===== src/rtl/rscs_pkg.sv =====
// Shared types and constants for the rational switch coordination sum block.
// No dependencies; compiled first.
package rscs_pkg;

  localparam int D2_W     = 48;  // squared distance, Q16.32
  localparam int CFG_W    = 24;  // d0 / r0, Q8.16
  localparam int HALF_W   = 3;
  localparam int CIDX_W   = 2;
  localparam int ROOT_W   = 24;  // sqrt result, Q8.16
  localparam int SQREM_W  = 25;
  localparam int X_W      = 40;  // x, x2, p, Q24.16
  localparam int DIVD_W   = 40;  // divider dividend / quotient
  localparam int DIVS_W   = 41;  // divider divisor
  localparam int DIG_W    = 16;  // multiplier digit
  localparam int MULA_W   = 48;  // multiplicand padded to whole digits
  localparam int ACC_W    = 80;  // full product
  localparam int TERM_W   = 17;  // term, Q1.16, up to 1.0
  localparam int SUM_W    = 29;  // Q13.16
  localparam int STEP_W   = 6;

  localparam int SQRT_STEPS = ROOT_W;
  localparam int DIV_STEPS  = DIVD_W;
  localparam int MUL_DIGITS = MULA_W / DIG_W;

  localparam int MAX_PAIRS = 4096;
  localparam longint unsigned LIMIT_RAW = longint'(MAX_PAIRS) << 16;
  localparam longint unsigned SUM_FIELD_MAX = (64'd1 << SUM_W) - 64'd1;
  localparam logic [SUM_W-1:0] SUM_LIMIT =
    (LIMIT_RAW > SUM_FIELD_MAX) ? SUM_W'(SUM_FIELD_MAX) : SUM_W'(LIMIT_RAW);

  localparam logic [X_W-1:0] ONE_Q16 = X_W'(65536);
  localparam logic [DIVD_W-1:0] TWO_POW32 = DIVD_W'(64'd1 << 32);

  localparam logic [CFG_W-1:0]  CENTER_RST = CFG_W'(78643);  // about 1.2
  localparam logic [CFG_W-1:0]  WIDTH_RST  = CFG_W'(78643);  // about 1.2
  localparam logic [HALF_W-1:0] HALF_RST   = HALF_W'(3);     // n = 6

  typedef enum logic [CIDX_W-1:0] {
    CFG_CENTER = 2'd0,
    CFG_WIDTH  = 2'd1,
    CFG_HALF   = 2'd2
  } cfg_idx_e;

  typedef enum logic [3:0] {
    ST_IDLE,
    ST_SQRT,
    ST_DIVX_SETUP,
    ST_DIVX,
    ST_MULX2_SETUP,
    ST_MULP_SETUP,
    ST_MUL,
    ST_MUL_END,
    ST_POW_CHECK,
    ST_DIVT_SETUP,
    ST_DIVT,
    ST_TERM_LOAD,
    ST_ACCUM
  } state_e;

  typedef enum logic [3:0] {
    OP_NONE,
    OP_LOAD,
    OP_SQRT,
    OP_DIVX_INIT,
    OP_DIV_STEP,
    OP_MULX2_INIT,
    OP_MULP_INIT,
    OP_MUL_STEP,
    OP_MUL_END_X2,
    OP_MUL_END_P,
    OP_DIVT_INIT,
    OP_TERM_LOAD,
    OP_TERM_ZERO,
    OP_ACCUM
  } dp_op_e;

  typedef struct packed {
    dp_op_e op;
  } dp_cmd_t;

  typedef struct packed {
    logic              width_zero;
    logic [HALF_W-1:0] half;
    logic              ovf;
    logic              out_busy;
  } dp_stat_t;

endpackage


===== src/rtl/rscs_if.sv =====
// Valid/ready channel interfaces: pair input, result output, config write.
// Depends on rscs_pkg for widths.
interface rscs_in_if
  import rscs_pkg::*;
();
  logic            valid;
  logic            ready;
  logic [D2_W-1:0] squared_distance;
  logic            last_pair;

  modport source (output valid, squared_distance, last_pair, input ready);
  modport sink   (input valid, squared_distance, last_pair, output ready);
endinterface

interface rscs_out_if
  import rscs_pkg::*;
();
  logic             valid;
  logic             ready;
  logic [SUM_W-1:0] coordination_sum;
  logic             saturated;

  modport source (output valid, coordination_sum, saturated, input ready);
  modport sink   (input valid, coordination_sum, saturated, output ready);
endinterface

interface rscs_cfg_if
  import rscs_pkg::*;
();
  logic              valid;
  logic              ready;
  logic [CIDX_W-1:0] index;
  logic [CFG_W-1:0]  data;

  modport source (output valid, index, data, input ready);
  modport sink   (input valid, index, data, output ready);
endinterface


===== src/rtl/rscs_div.sv =====
// Restoring radix-2 divider, one quotient bit per step, shared by x and term.
// Depends on rscs_pkg.
module rscs_div
  import rscs_pkg::*;
(
  input  logic              clk_i,
  input  logic              start_i,
  input  logic              step_i,
  input  logic [DIVD_W-1:0] dividend_i,
  input  logic [DIVS_W-1:0] divisor_i,
  output logic [DIVD_W-1:0] quotient_o
);

  logic [DIVS_W-1:0] rem_q, rem_d;
  logic [DIVD_W-1:0] quo_q, quo_d;
  logic [DIVS_W-1:0] dvs_q, dvs_d;
  logic [DIVS_W:0]   trial;

  always_comb begin
    rem_d = rem_q;
    quo_d = quo_q;
    dvs_d = dvs_q;
    trial = {rem_q, quo_q[DIVD_W-1]};
    if (start_i) begin
      rem_d = '0;
      quo_d = dividend_i;
      dvs_d = divisor_i;
    end else if (step_i) begin
      if (trial >= {1'b0, dvs_q}) begin
        rem_d = DIVS_W'(trial - {1'b0, dvs_q});
        quo_d = {quo_q[DIVD_W-2:0], 1'b1};
      end else begin
        rem_d = trial[DIVS_W-1:0];
        quo_d = {quo_q[DIVD_W-2:0], 1'b0};
      end
    end
  end

  always_ff @(posedge clk_i) begin
    rem_q <= rem_d;
    quo_q <= quo_d;
    dvs_q <= dvs_d;
  end

  assign quotient_o = quo_q;

endmodule


===== src/rtl/rscs_dpath.sv =====
// Datapath: config registers, bit-serial sqrt, digit-serial multiplier,
// shared divider, running sum and output register. Depends on rscs_pkg, rscs_div.
module rscs_dpath
  import rscs_pkg::*;
(
  input  logic              clk_i,
  input  logic              rst_ni,
  input  logic              cfg_we_i,
  input  logic [CIDX_W-1:0] cfg_index_i,
  input  logic [CFG_W-1:0]  cfg_data_i,
  input  logic [D2_W-1:0]   d2_i,
  input  logic              last_i,
  input  dp_cmd_t           cmd_i,
  output dp_stat_t          stat_o,
  output logic              out_valid_o,
  input  logic              out_ready_i,
  output logic [SUM_W-1:0]  out_sum_o,
  output logic              out_sat_o
);

  logic [CFG_W-1:0]   center_q, width_q;
  logic [HALF_W-1:0]  half_q;

  logic [D2_W-1:0]    sq_v_q;
  logic [SQREM_W-1:0] sq_rem_q;
  logic [ROOT_W-1:0]  root_q;
  logic               last_q;

  logic [MULA_W-1:0]  mul_a_q;
  logic [X_W-1:0]     mul_b_q;
  logic [ACC_W-1:0]   acc_q;
  logic [X_W-1:0]     x2_q, p_q;
  logic               ovf_q;
  logic [TERM_W-1:0]  term_q;

  logic [SUM_W-1:0]   run_q;
  logic               clamp_q;
  logic               out_valid_q;
  logic [SUM_W-1:0]   out_sum_q;
  logic               out_sat_q;

  logic [SQREM_W+1:0] sq_trial, sq_cand;
  logic [ROOT_W-1:0]  diff;
  logic [DIG_W+X_W-1:0] pp;
  logic [ACC_W-1:0]   acc_next;
  logic [DIVS_W-1:0]  den;
  logic [SUM_W:0]     sum_raw;
  logic               sum_over;

  logic               div_start, div_step;
  logic [DIVD_W-1:0]  div_dividend, div_quo;
  logic [DIVS_W-1:0]  div_divisor;

  always_comb begin
    sq_trial = {sq_rem_q, sq_v_q[D2_W-1 -: 2]};
    sq_cand  = {1'b0, root_q, 2'b01};
    diff     = (root_q >= center_q) ? (root_q - center_q) : (center_q - root_q);
    pp       = mul_a_q[MULA_W-1 -: DIG_W] * mul_b_q;
    acc_next = {acc_q[ACC_W-DIG_W-1:0], {DIG_W{1'b0}}} + ACC_W'(pp);
    den      = {1'b0, p_q} + DIVS_W'(ONE_Q16);
    sum_raw  = {1'b0, run_q} + (SUM_W+1)'(term_q);
    sum_over = sum_raw > {1'b0, SUM_LIMIT};
  end

  assign div_start = (cmd_i.op == OP_DIVX_INIT) || (cmd_i.op == OP_DIVT_INIT);
  assign div_step  = (cmd_i.op == OP_DIV_STEP);

  always_comb begin
    if (cmd_i.op == OP_DIVT_INIT) begin
      div_dividend = TWO_POW32 + DIVD_W'(den >> 1);
      div_divisor  = den;
    end else begin
      div_dividend = {diff, {DIG_W{1'b0}}};
      div_divisor  = DIVS_W'(width_q);
    end
  end

  rscs_div u_div (
    .clk_i      (clk_i),
    .start_i    (div_start),
    .step_i     (div_step),
    .dividend_i (div_dividend),
    .divisor_i  (div_divisor),
    .quotient_o (div_quo)
  );

  // config registers
  always_ff @(posedge clk_i or negedge rst_ni) begin
    if (!rst_ni) begin
      center_q <= CENTER_RST;
      width_q  <= WIDTH_RST;
      half_q   <= HALF_RST;
    end else if (cfg_we_i) begin
      unique case (cfg_index_i)
        CFG_CENTER: center_q <= cfg_data_i;
        CFG_WIDTH:  width_q  <= cfg_data_i;
        CFG_HALF:   half_q   <= cfg_data_i[HALF_W-1:0];
        default:    ;
      endcase
    end
  end

  // arithmetic payload
  always_ff @(posedge clk_i) begin
    unique case (cmd_i.op)
      OP_LOAD: begin
        sq_v_q   <= d2_i;
        sq_rem_q <= '0;
        root_q   <= '0;
        last_q   <= last_i;
      end
      OP_SQRT: begin
        sq_v_q <= {sq_v_q[D2_W-3:0], 2'b00};
        if (sq_trial >= sq_cand) begin
          sq_rem_q <= SQREM_W'(sq_trial - sq_cand);
          root_q   <= {root_q[ROOT_W-2:0], 1'b1};
        end else begin
          sq_rem_q <= sq_trial[SQREM_W-1:0];
          root_q   <= {root_q[ROOT_W-2:0], 1'b0};
        end
      end
      OP_DIVX_INIT: p_q <= ONE_Q16;
      OP_MULX2_INIT: begin
        mul_a_q <= MULA_W'(div_quo);
        mul_b_q <= div_quo;
        acc_q   <= '0;
      end
      OP_MULP_INIT: begin
        mul_a_q <= MULA_W'(p_q);
        mul_b_q <= x2_q;
        acc_q   <= '0;
      end
      OP_MUL_STEP: begin
        mul_a_q <= {mul_a_q[MULA_W-DIG_W-1:0], {DIG_W{1'b0}}};
        acc_q   <= acc_next;
      end
      OP_MUL_END_X2: begin
        x2_q  <= acc_q[DIG_W +: X_W];
        ovf_q <= |acc_q[ACC_W-1:DIG_W+X_W];
      end
      OP_MUL_END_P: begin
        p_q   <= acc_q[DIG_W +: X_W];
        ovf_q <= |acc_q[ACC_W-1:DIG_W+X_W];
      end
      OP_TERM_LOAD: term_q <= div_quo[TERM_W-1:0];
      OP_TERM_ZERO: term_q <= '0;
      OP_ACCUM: begin
        if (last_q) begin
          out_sum_q <= sum_over ? SUM_LIMIT : sum_raw[SUM_W-1:0];
          out_sat_q <= clamp_q | sum_over;
        end
      end
      default: ;
    endcase
  end

  // running sum and output handshake
  always_ff @(posedge clk_i or negedge rst_ni) begin
    if (!rst_ni) begin
      run_q       <= '0;
      clamp_q     <= 1'b0;
      out_valid_q <= 1'b0;
    end else if ((cmd_i.op == OP_ACCUM) && last_q) begin
      run_q       <= '0;
      clamp_q     <= 1'b0;
      out_valid_q <= 1'b1;
    end else begin
      if (out_valid_q && out_ready_i) out_valid_q <= 1'b0;
      if (cmd_i.op == OP_ACCUM) begin
        run_q   <= sum_over ? SUM_LIMIT : sum_raw[SUM_W-1:0];
        clamp_q <= clamp_q | sum_over;
      end
    end
  end

  assign stat_o.width_zero = (width_q == '0);
  assign stat_o.half       = half_q;
  assign stat_o.ovf        = ovf_q;
  assign stat_o.out_busy   = out_valid_q && !out_ready_i;

  assign out_valid_o = out_valid_q;
  assign out_sum_o   = out_sum_q;
  assign out_sat_o   = out_sat_q;

endmodule


===== src/rtl/rscs_ctrl.sv =====
// Controller FSM: sequences sqrt, divide, power and accumulate steps.
// Depends on rscs_pkg; drives rscs_dpath through dp_cmd_t.
module rscs_ctrl
  import rscs_pkg::*;
(
  input  logic     clk_i,
  input  logic     rst_ni,
  input  logic     in_valid_i,
  output logic     in_ready_o,
  input  dp_stat_t stat_i,
  output dp_cmd_t  cmd_o
);

  state_e            state_q, state_d;
  logic [STEP_W-1:0] cnt_q, cnt_d;
  logic [HALF_W-1:0] pow_q, pow_d;
  logic              cnt_last_sqrt, cnt_last_div, cnt_last_mul;

  assign cnt_last_sqrt = (cnt_q == STEP_W'(SQRT_STEPS - 1));
  assign cnt_last_div  = (cnt_q == STEP_W'(DIV_STEPS - 1));
  assign cnt_last_mul  = (cnt_q == STEP_W'(MUL_DIGITS - 1));

  // next state
  always_comb begin
    state_d = state_q;
    cnt_d   = cnt_q;
    pow_d   = pow_q;
    unique case (state_q)
      ST_IDLE: begin
        cnt_d = '0;
        pow_d = '0;
        if (in_valid_i) state_d = ST_SQRT;
      end
      ST_SQRT: begin
        cnt_d = cnt_q + 1'b1;
        if (cnt_last_sqrt) begin
          cnt_d   = '0;
          state_d = ST_DIVX_SETUP;
        end
      end
      ST_DIVX_SETUP: state_d = stat_i.width_zero ? ST_ACCUM : ST_DIVX;
      ST_DIVX: begin
        cnt_d = cnt_q + 1'b1;
        if (cnt_last_div) begin
          cnt_d   = '0;
          state_d = (stat_i.half == '0) ? ST_DIVT_SETUP : ST_MULX2_SETUP;
        end
      end
      ST_MULX2_SETUP: state_d = ST_MUL;
      ST_MULP_SETUP: begin
        pow_d   = pow_q + 1'b1;
        state_d = ST_MUL;
      end
      ST_MUL: begin
        cnt_d = cnt_q + 1'b1;
        if (cnt_last_mul) begin
          cnt_d   = '0;
          state_d = ST_MUL_END;
        end
      end
      ST_MUL_END: state_d = ST_POW_CHECK;
      ST_POW_CHECK: begin
        if (stat_i.ovf)                state_d = ST_ACCUM;
        else if (pow_q == stat_i.half) state_d = ST_DIVT_SETUP;
        else                           state_d = ST_MULP_SETUP;
      end
      ST_DIVT_SETUP: state_d = ST_DIVT;
      ST_DIVT: begin
        cnt_d = cnt_q + 1'b1;
        if (cnt_last_div) begin
          cnt_d   = '0;
          state_d = ST_TERM_LOAD;
        end
      end
      ST_TERM_LOAD: state_d = ST_ACCUM;
      ST_ACCUM: if (!stat_i.out_busy) state_d = ST_IDLE;
      default: state_d = ST_IDLE;
    endcase
  end

  // outputs
  always_comb begin
    cmd_o.op   = OP_NONE;
    in_ready_o = 1'b0;
    unique case (state_q)
      ST_IDLE: begin
        in_ready_o = 1'b1;
        if (in_valid_i) cmd_o.op = OP_LOAD;
      end
      ST_SQRT:        cmd_o.op = OP_SQRT;
      ST_DIVX_SETUP:  cmd_o.op = stat_i.width_zero ? OP_TERM_ZERO : OP_DIVX_INIT;
      ST_DIVX:        cmd_o.op = OP_DIV_STEP;
      ST_MULX2_SETUP: cmd_o.op = OP_MULX2_INIT;
      ST_MULP_SETUP:  cmd_o.op = OP_MULP_INIT;
      ST_MUL:         cmd_o.op = OP_MUL_STEP;
      ST_MUL_END:     cmd_o.op = (pow_q == '0) ? OP_MUL_END_X2 : OP_MUL_END_P;
      ST_POW_CHECK:   if (stat_i.ovf) cmd_o.op = OP_TERM_ZERO;
      ST_DIVT_SETUP:  cmd_o.op = OP_DIVT_INIT;
      ST_DIVT:        cmd_o.op = OP_DIV_STEP;
      ST_TERM_LOAD:   cmd_o.op = OP_TERM_LOAD;
      ST_ACCUM:       if (!stat_i.out_busy) cmd_o.op = OP_ACCUM;
      default:        cmd_o.op = OP_NONE;
    endcase
  end

  always_ff @(posedge clk_i or negedge rst_ni) begin
    if (!rst_ni) begin
      state_q <= ST_IDLE;
      cnt_q   <= '0;
      pow_q   <= '0;
    end else begin
      state_q <= state_d;
      cnt_q   <= cnt_d;
      pow_q   <= pow_d;
    end
  end

endmodule


===== src/rtl/rational_switch_coordination_sum.sv =====
// Top level of the rational switch coordination sum block.
// Depends on rscs_pkg, rscs_if, rscs_ctrl, rscs_dpath (with rscs_div).
//
//   channel  dir  modport  payload
//   in_i     in   sink     squared_distance[47:0] (Q16.32), last_pair
//   cfg_i    in   sink     index[1:0], data[23:0]
//   out_o    out  source   coordination_sum[28:0] (Q13.16), saturated
//
// One pair per transaction; in_i.ready is high only in IDLE. From accept
//   back to IDLE the FSM runs the 24-step sqrt, a 40-step divider pass for x,
//   half_exponent+1 digit-serial multiplies of 3 digits (with setup/end/check)
//   unless half_exponent is 0, and a 40-step divider pass for the term.
// A result waits in the output register; the next pair is accepted meanwhile.
//   The accumulate step of any pair stalls while that register is full and out_o.ready is low.
// Reset (rst_ni, async low) clears the FSM, sum, clamp flag and output valid,
//   and loads config defaults d0 = r0 = 78643, half_exponent = 3.
// cfg_i is always ready; writes to the unused index are dropped.
module rational_switch_coordination_sum
  import rscs_pkg::*;
(
  input  logic   clk_i,
  input  logic   rst_ni,
  rscs_in_if.sink    in_i,
  rscs_cfg_if.sink   cfg_i,
  rscs_out_if.source out_o
);

  dp_cmd_t  cmd;
  dp_stat_t stat;
  logic     in_ready;

  // config port never back-pressures
  assign cfg_i.ready = 1'b1;
  assign in_i.ready  = in_ready;

  rscs_ctrl u_ctrl (
    .clk_i      (clk_i),
    .rst_ni     (rst_ni),
    .in_valid_i (in_i.valid),
    .in_ready_o (in_ready),
    .stat_i     (stat),
    .cmd_o      (cmd)
  );

  rscs_dpath u_dpath (
    .clk_i       (clk_i),
    .rst_ni      (rst_ni),
    .cfg_we_i    (cfg_i.valid),
    .cfg_index_i (cfg_i.index),
    .cfg_data_i  (cfg_i.data),
    .d2_i        (in_i.squared_distance),
    .last_i      (in_i.last_pair),
    .cmd_i       (cmd),
    .stat_o      (stat),
    .out_valid_o (out_o.valid),
    .out_ready_i (out_o.ready),
    .out_sum_o   (out_o.coordination_sum),
    .out_sat_o   (out_o.saturated)
  );

endmodule


===== src/flat_wrapper.sv =====
// flat-port wrapper written by rule: the top's interface ports become plain ports
module rational_switch_coordination_sum_flat import rscs_pkg::*;
  (clk_i, rst_ni, in_i_valid, in_i_squared_distance, in_i_last_pair, in_i_ready, cfg_i_valid, cfg_i_index, cfg_i_data, cfg_i_ready, out_o_valid, out_o_coordination_sum, out_o_saturated, out_o_ready);
  rscs_in_if in_i_i ();
  rscs_cfg_if cfg_i_i ();
  rscs_out_if out_o_i ();
  input  logic clk_i;
  input  logic rst_ni;
  input wire logic [$bits(in_i_i.valid)-1:0] in_i_valid;
  input wire logic [$bits(in_i_i.squared_distance)-1:0] in_i_squared_distance;
  input wire logic [$bits(in_i_i.last_pair)-1:0] in_i_last_pair;
  output wire logic [$bits(in_i_i.ready)-1:0] in_i_ready;
  input wire logic [$bits(cfg_i_i.valid)-1:0] cfg_i_valid;
  input wire logic [$bits(cfg_i_i.index)-1:0] cfg_i_index;
  input wire logic [$bits(cfg_i_i.data)-1:0] cfg_i_data;
  output wire logic [$bits(cfg_i_i.ready)-1:0] cfg_i_ready;
  output wire logic [$bits(out_o_i.valid)-1:0] out_o_valid;
  output wire logic [$bits(out_o_i.coordination_sum)-1:0] out_o_coordination_sum;
  output wire logic [$bits(out_o_i.saturated)-1:0] out_o_saturated;
  input wire logic [$bits(out_o_i.ready)-1:0] out_o_ready;
  assign in_i_i.valid = in_i_valid;
  assign in_i_i.squared_distance = in_i_squared_distance;
  assign in_i_i.last_pair = in_i_last_pair;
  assign in_i_ready = in_i_i.ready;
  assign cfg_i_i.valid = cfg_i_valid;
  assign cfg_i_i.index = cfg_i_index;
  assign cfg_i_i.data = cfg_i_data;
  assign cfg_i_ready = cfg_i_i.ready;
  assign out_o_valid = out_o_i.valid;
  assign out_o_coordination_sum = out_o_i.coordination_sum;
  assign out_o_saturated = out_o_i.saturated;
  assign out_o_i.ready = out_o_ready;
  rational_switch_coordination_sum u_core (.clk_i(clk_i), .rst_ni(rst_ni), .in_i(in_i_i), .cfg_i(cfg_i_i), .out_o(out_o_i));
endmodule

===== config.mk =====
export PLATFORM = sky130hd
export DESIGN_NAME = rational_switch_coordination_sum_flat
export DESIGN_NICKNAME = d
export VERILOG_FILES = /design/src/rtl/rscs_pkg.sv /design/src/rtl/rscs_if.sv /design/src/rtl/rscs_div.sv /design/src/rtl/rscs_dpath.sv /design/src/rtl/rscs_ctrl.sv /design/src/rtl/rational_switch_coordination_sum.sv /design/src/flat_wrapper.sv
export SDC_FILE = /design/constraint.sdc
export NUM_CORES = 2
export LEC_CHECK = 0
export BUFFER_PORTS_ARGS = -buffer_cell sky130_fd_sc_hd__clkbuf_2
export CAP_MARGIN = 20
export CORE_UTILIZATION = 30
export CTS_CLUSTER_DIAMETER = 60
export DETAILED_ROUTE_END_ITERATION = 6
export GPL_ROUTABILITY_DRIVEN = 1
export PLACE_DENSITY = 0.54
export SYNTH_ARGS = -nofsm -noshare
export SYNTH_HDL_FRONTEND = slang
export SYNTH_HIERARCHICAL = 1
export SYNTH_SLANG_ARGS = --single-unit

===== constraint.sdc =====
create_clock -name clk_i -period 12.31 [get_ports clk_i]
set_input_delay 0.6155 -clock clk_i [delete_from_list [all_inputs] [get_ports clk_i]]
set_output_delay 0.6155 -clock clk_i [all_outputs]
set_load 0.1 [all_outputs]

==> metrics <==
area of the multi-input gates=33700 µm²; grt total ovfl=0; WS Path Type=reg -> reg; vias in the first global route=41700; final setup fails=0; gr usage total=0.174; die extent in y=431 µm; Longest Clk Path Bufs=3; first-pass GRT wire length=251000 µm; Final nets=6642; via count=40800; CTS Buf Count=77; most common cell in the netlist=inv_1; area share of the largest cell type after synthesis=0.258; share of layout cells above drive strength 1=0.0874; largest area contributor in the netlist=edfxtp_1; detailed router's first-iteration violation count=3093; Crit path required time=12730 ps; clock sinks=611; hold crit path type=in -> reg; status=finished, final reports clean; FF-to-FF path depth=23; fill count=18900; Final ANT Viol Nets=0; fmax=0.118 GHz; worst skew pair latency=680 ps; most frequent CP cell=fa_1; CORE AREA=183000 µm²; root buf cell=clkbuf_16; Detailed Routing Iterations Pass 1=6; Reg2Reg Launch Point=u_core/u_dpath/mul_a_q[42]; Worst Path Max Fanout=26; # H-tree levels=3; I/O pin cnt=113; fin crit period=8460 ps; final max-slew violation count=0; CTS clk-pin slew, worst paths=60 ps; Vias per Instance=4.95; Register Area=17500 µm²; post-detail-place hpwl=119000 µm; WP data arrival=8870 ps; synthesis-stage register bit count=611; Port Buffers=111; CP endpoint kind=flip-flop; CP cell instances=buf_4 > nand2_1 > fa_1 > inv_1 > fa_1 > fa_1 > fa_1 > fa_1 > inv_1 > fa_1 > inv_1 > ha_1 > a21oi_1 > o21ai_0 > a221o_1 > a311oi_1 > o2111ai_1 > a31oi_1 > nor2_1 > a41oi_1 > o21ai_0 > and3b_1 > o21a_1; Worst-Margin Slew=1120 ps; Syn Nets=6687; setup TNS=0 ps; FF-to-FF End=u_core/u_dpath/acc_q[66]; Synth Flop Type=edfxtp_1; wire per inst=19.4 µm; Post-synth ARST share=0.155; Starting Density=0.302; Max-slew headroom=0.254; ranking of synthesized cells by area=edfxtp_1 (26%), fa_1 (21%), ha_1 (6.4%); Final Cycle Share=0.687; Hold Fails Final Rpt=0; worst hold start=in_i_last_pair; synthesized instance count=5752; Mapped Area=55300 µm²; synthesis-to-layout area growth=10.2%; Yosys warnings=6; Hold Crit Depth=1; Critical Path Start Type=flip-flop; CP max stage cell=edfxtp_1; Largest stage delay, worst path=770 ps; largest net degree at the start of global routing=91; most common library cells after synthesis=inv_1 (812), nand2_1 (808), fa_1 (574); Clock Skew=37.0 ps; die area=186000 µm²; Remaining DRCs=0; RSZ-0062 raised after global routing=no; syn_area_per_cell=9.62 µm²; reg-to-reg setup timing slack=3850 ps; CTS tree=built; initial antenna violation count=7; hold path endpoint=u_core/u_dpath/last_q; sequential share of the synthesized area=0.316; row count=157; # Max-Cap Violations=0; final wirelength=160000 µm; Placer Congestion=0.891; Distinct cells, synth=101; die boundary width=431 µm; number of synthesized flops with an enable pin=475; Post-CTS Setup Bufs=0
placed cells by master (no fill, tap or decap), types with 24 or more instances in the layout:
cell       instances
xor2_1            78
nor3_1            61
clkbuf_16         77
and3_1            56
a21oi_1          249
a22o_1            34
nor2b_1           58
nor2_1           312
o21ai_0          198
or3_1             26
xnor2_1          100
nor4_1            26
a21o_1           117
edfxtp_1         475
a211oi_1          37
nand2b_1          29
ha_1             281
fa_1             574
nand4_1           46
clkbuf_2         110
inv_1            812
mux2_2           112
dfrtp_1           75
nand2_1          807
o21bai_1          24
buf_4             61
o21a_1            29
a31oi_1           29
nand3_1           80
and2_1           330
dfxtp_1           41
mux2i_1           52
stage by stage:
step,hold WS [ps],cells,area [µm²],util,worst slack [ps]
after floorplan,320,5752,55300,-,5310
after detailed placement,436,8090,58400,0.319,3930
after global placement,435,8089,58300,0.319,3990
after CTS,108,8232,61000,0.333,3890
after global routing,128,8233,61000,0.333,3200
final,172,8235,61000,0.333,3850
critical path, delay by kind of cell (launching register included):
family,cells,cell delay [ps]
flops,1,770
compound gates,9,2760
fa+ha+maj,7,3360
buf+inv,4,640
simple gates,3,620
how the worst max path moves through the flow:
stage | slack, ps | cells past startpoint | startpoint | endpoint
after CTS | 3890 | 23 | u_core/u_dpath/mul_a_q[41] | u_core/u_dpath/acc_q[66]
final | 3850 | 23 | u_core/u_dpath/mul_a_q[42] | u_core/u_dpath/acc_q[66]
after detailed placement | 3930 | 23 | u_core/u_dpath/mul_a_q[41] | u_core/u_dpath/acc_q[66]
after global routing | 3200 | 23 | u_core/u_dpath/mul_a_q[41] | u_core/u_dpath/acc_q[66]
after global placement | 3990 | 23 | u_core/u_dpath/mul_a_q[41] | u_core/u_dpath/acc_q[66]
after floorplan | 5310 | 26 | u_core/u_dpath/mul_b_q[10] | u_core/u_dpath/acc_q[75]
area by class of cell:
class                      count  area share
inverter                     812      0.0500
clock buffer                  92      0.0332
antenna                        2   0.0000821
multi-input combinational   4031       0.553
tap                         2464      0.0505
sequential                   611       0.287
timing repair buffer         174      0.0176
clock inverter                49     0.00921
state kept, by name, summed over array words and instances (netlist names), 24 cells and up:
register and cells:
u_core/u_dpath/center_q 24, u_core/u_dpath/x2_q 40, u_core/u_dpath/u_div/quotient_o 40, u_core/u_dpath/u_div/dvs_q 41
u_core/u_dpath/out_sum_o 29, u_core/u_dpath/width_q 24, u_core/u_dpath/sq_rem_q 25, u_core/u_dpath/u_div/rem_q 41
u_core/u_dpath/root_q 24, u_core/u_dpath/acc_q 80, u_core/u_dpath/run_q 29, u_core/u_dpath/p_q 40
u_core/u_dpath/mul_b_q 40, u_core/u_dpath/mul_a_q 48, u_core/u_dpath/sq_v_q 48
cells by family after synthesis:
group,after synthesis,synth area share
flip-flops,611,0.316
AND/OR/NAND/NOR,1910,0.164
AO/OA/AOI/OAI,920,0.110
multiplexers,167,0.0330
other,1,0.0000678
buffers and inverters,1110,0.0773
adder cells (fa/ha/maj),855,0.271
XOR/XNOR,178,0.0282
timing repair:
item | 4_1_cts | 5_1_grt
resized for setup | 0 | 0
hold endpoints to repair | 26 | 0
hold buffers | 1 | 0
metal layers:
layer  wire length [µm]  share of wire  track usage
met5                  0              0            0
met4               3750          0.023       0.0426
met1              71200           0.44        0.238
met3               9610          0.060       0.0284
met2              75500           0.47        0.284
Power is not shown: default switching activity piles up to over one toggle a cycle in this logic, so the estimate is an artifact.
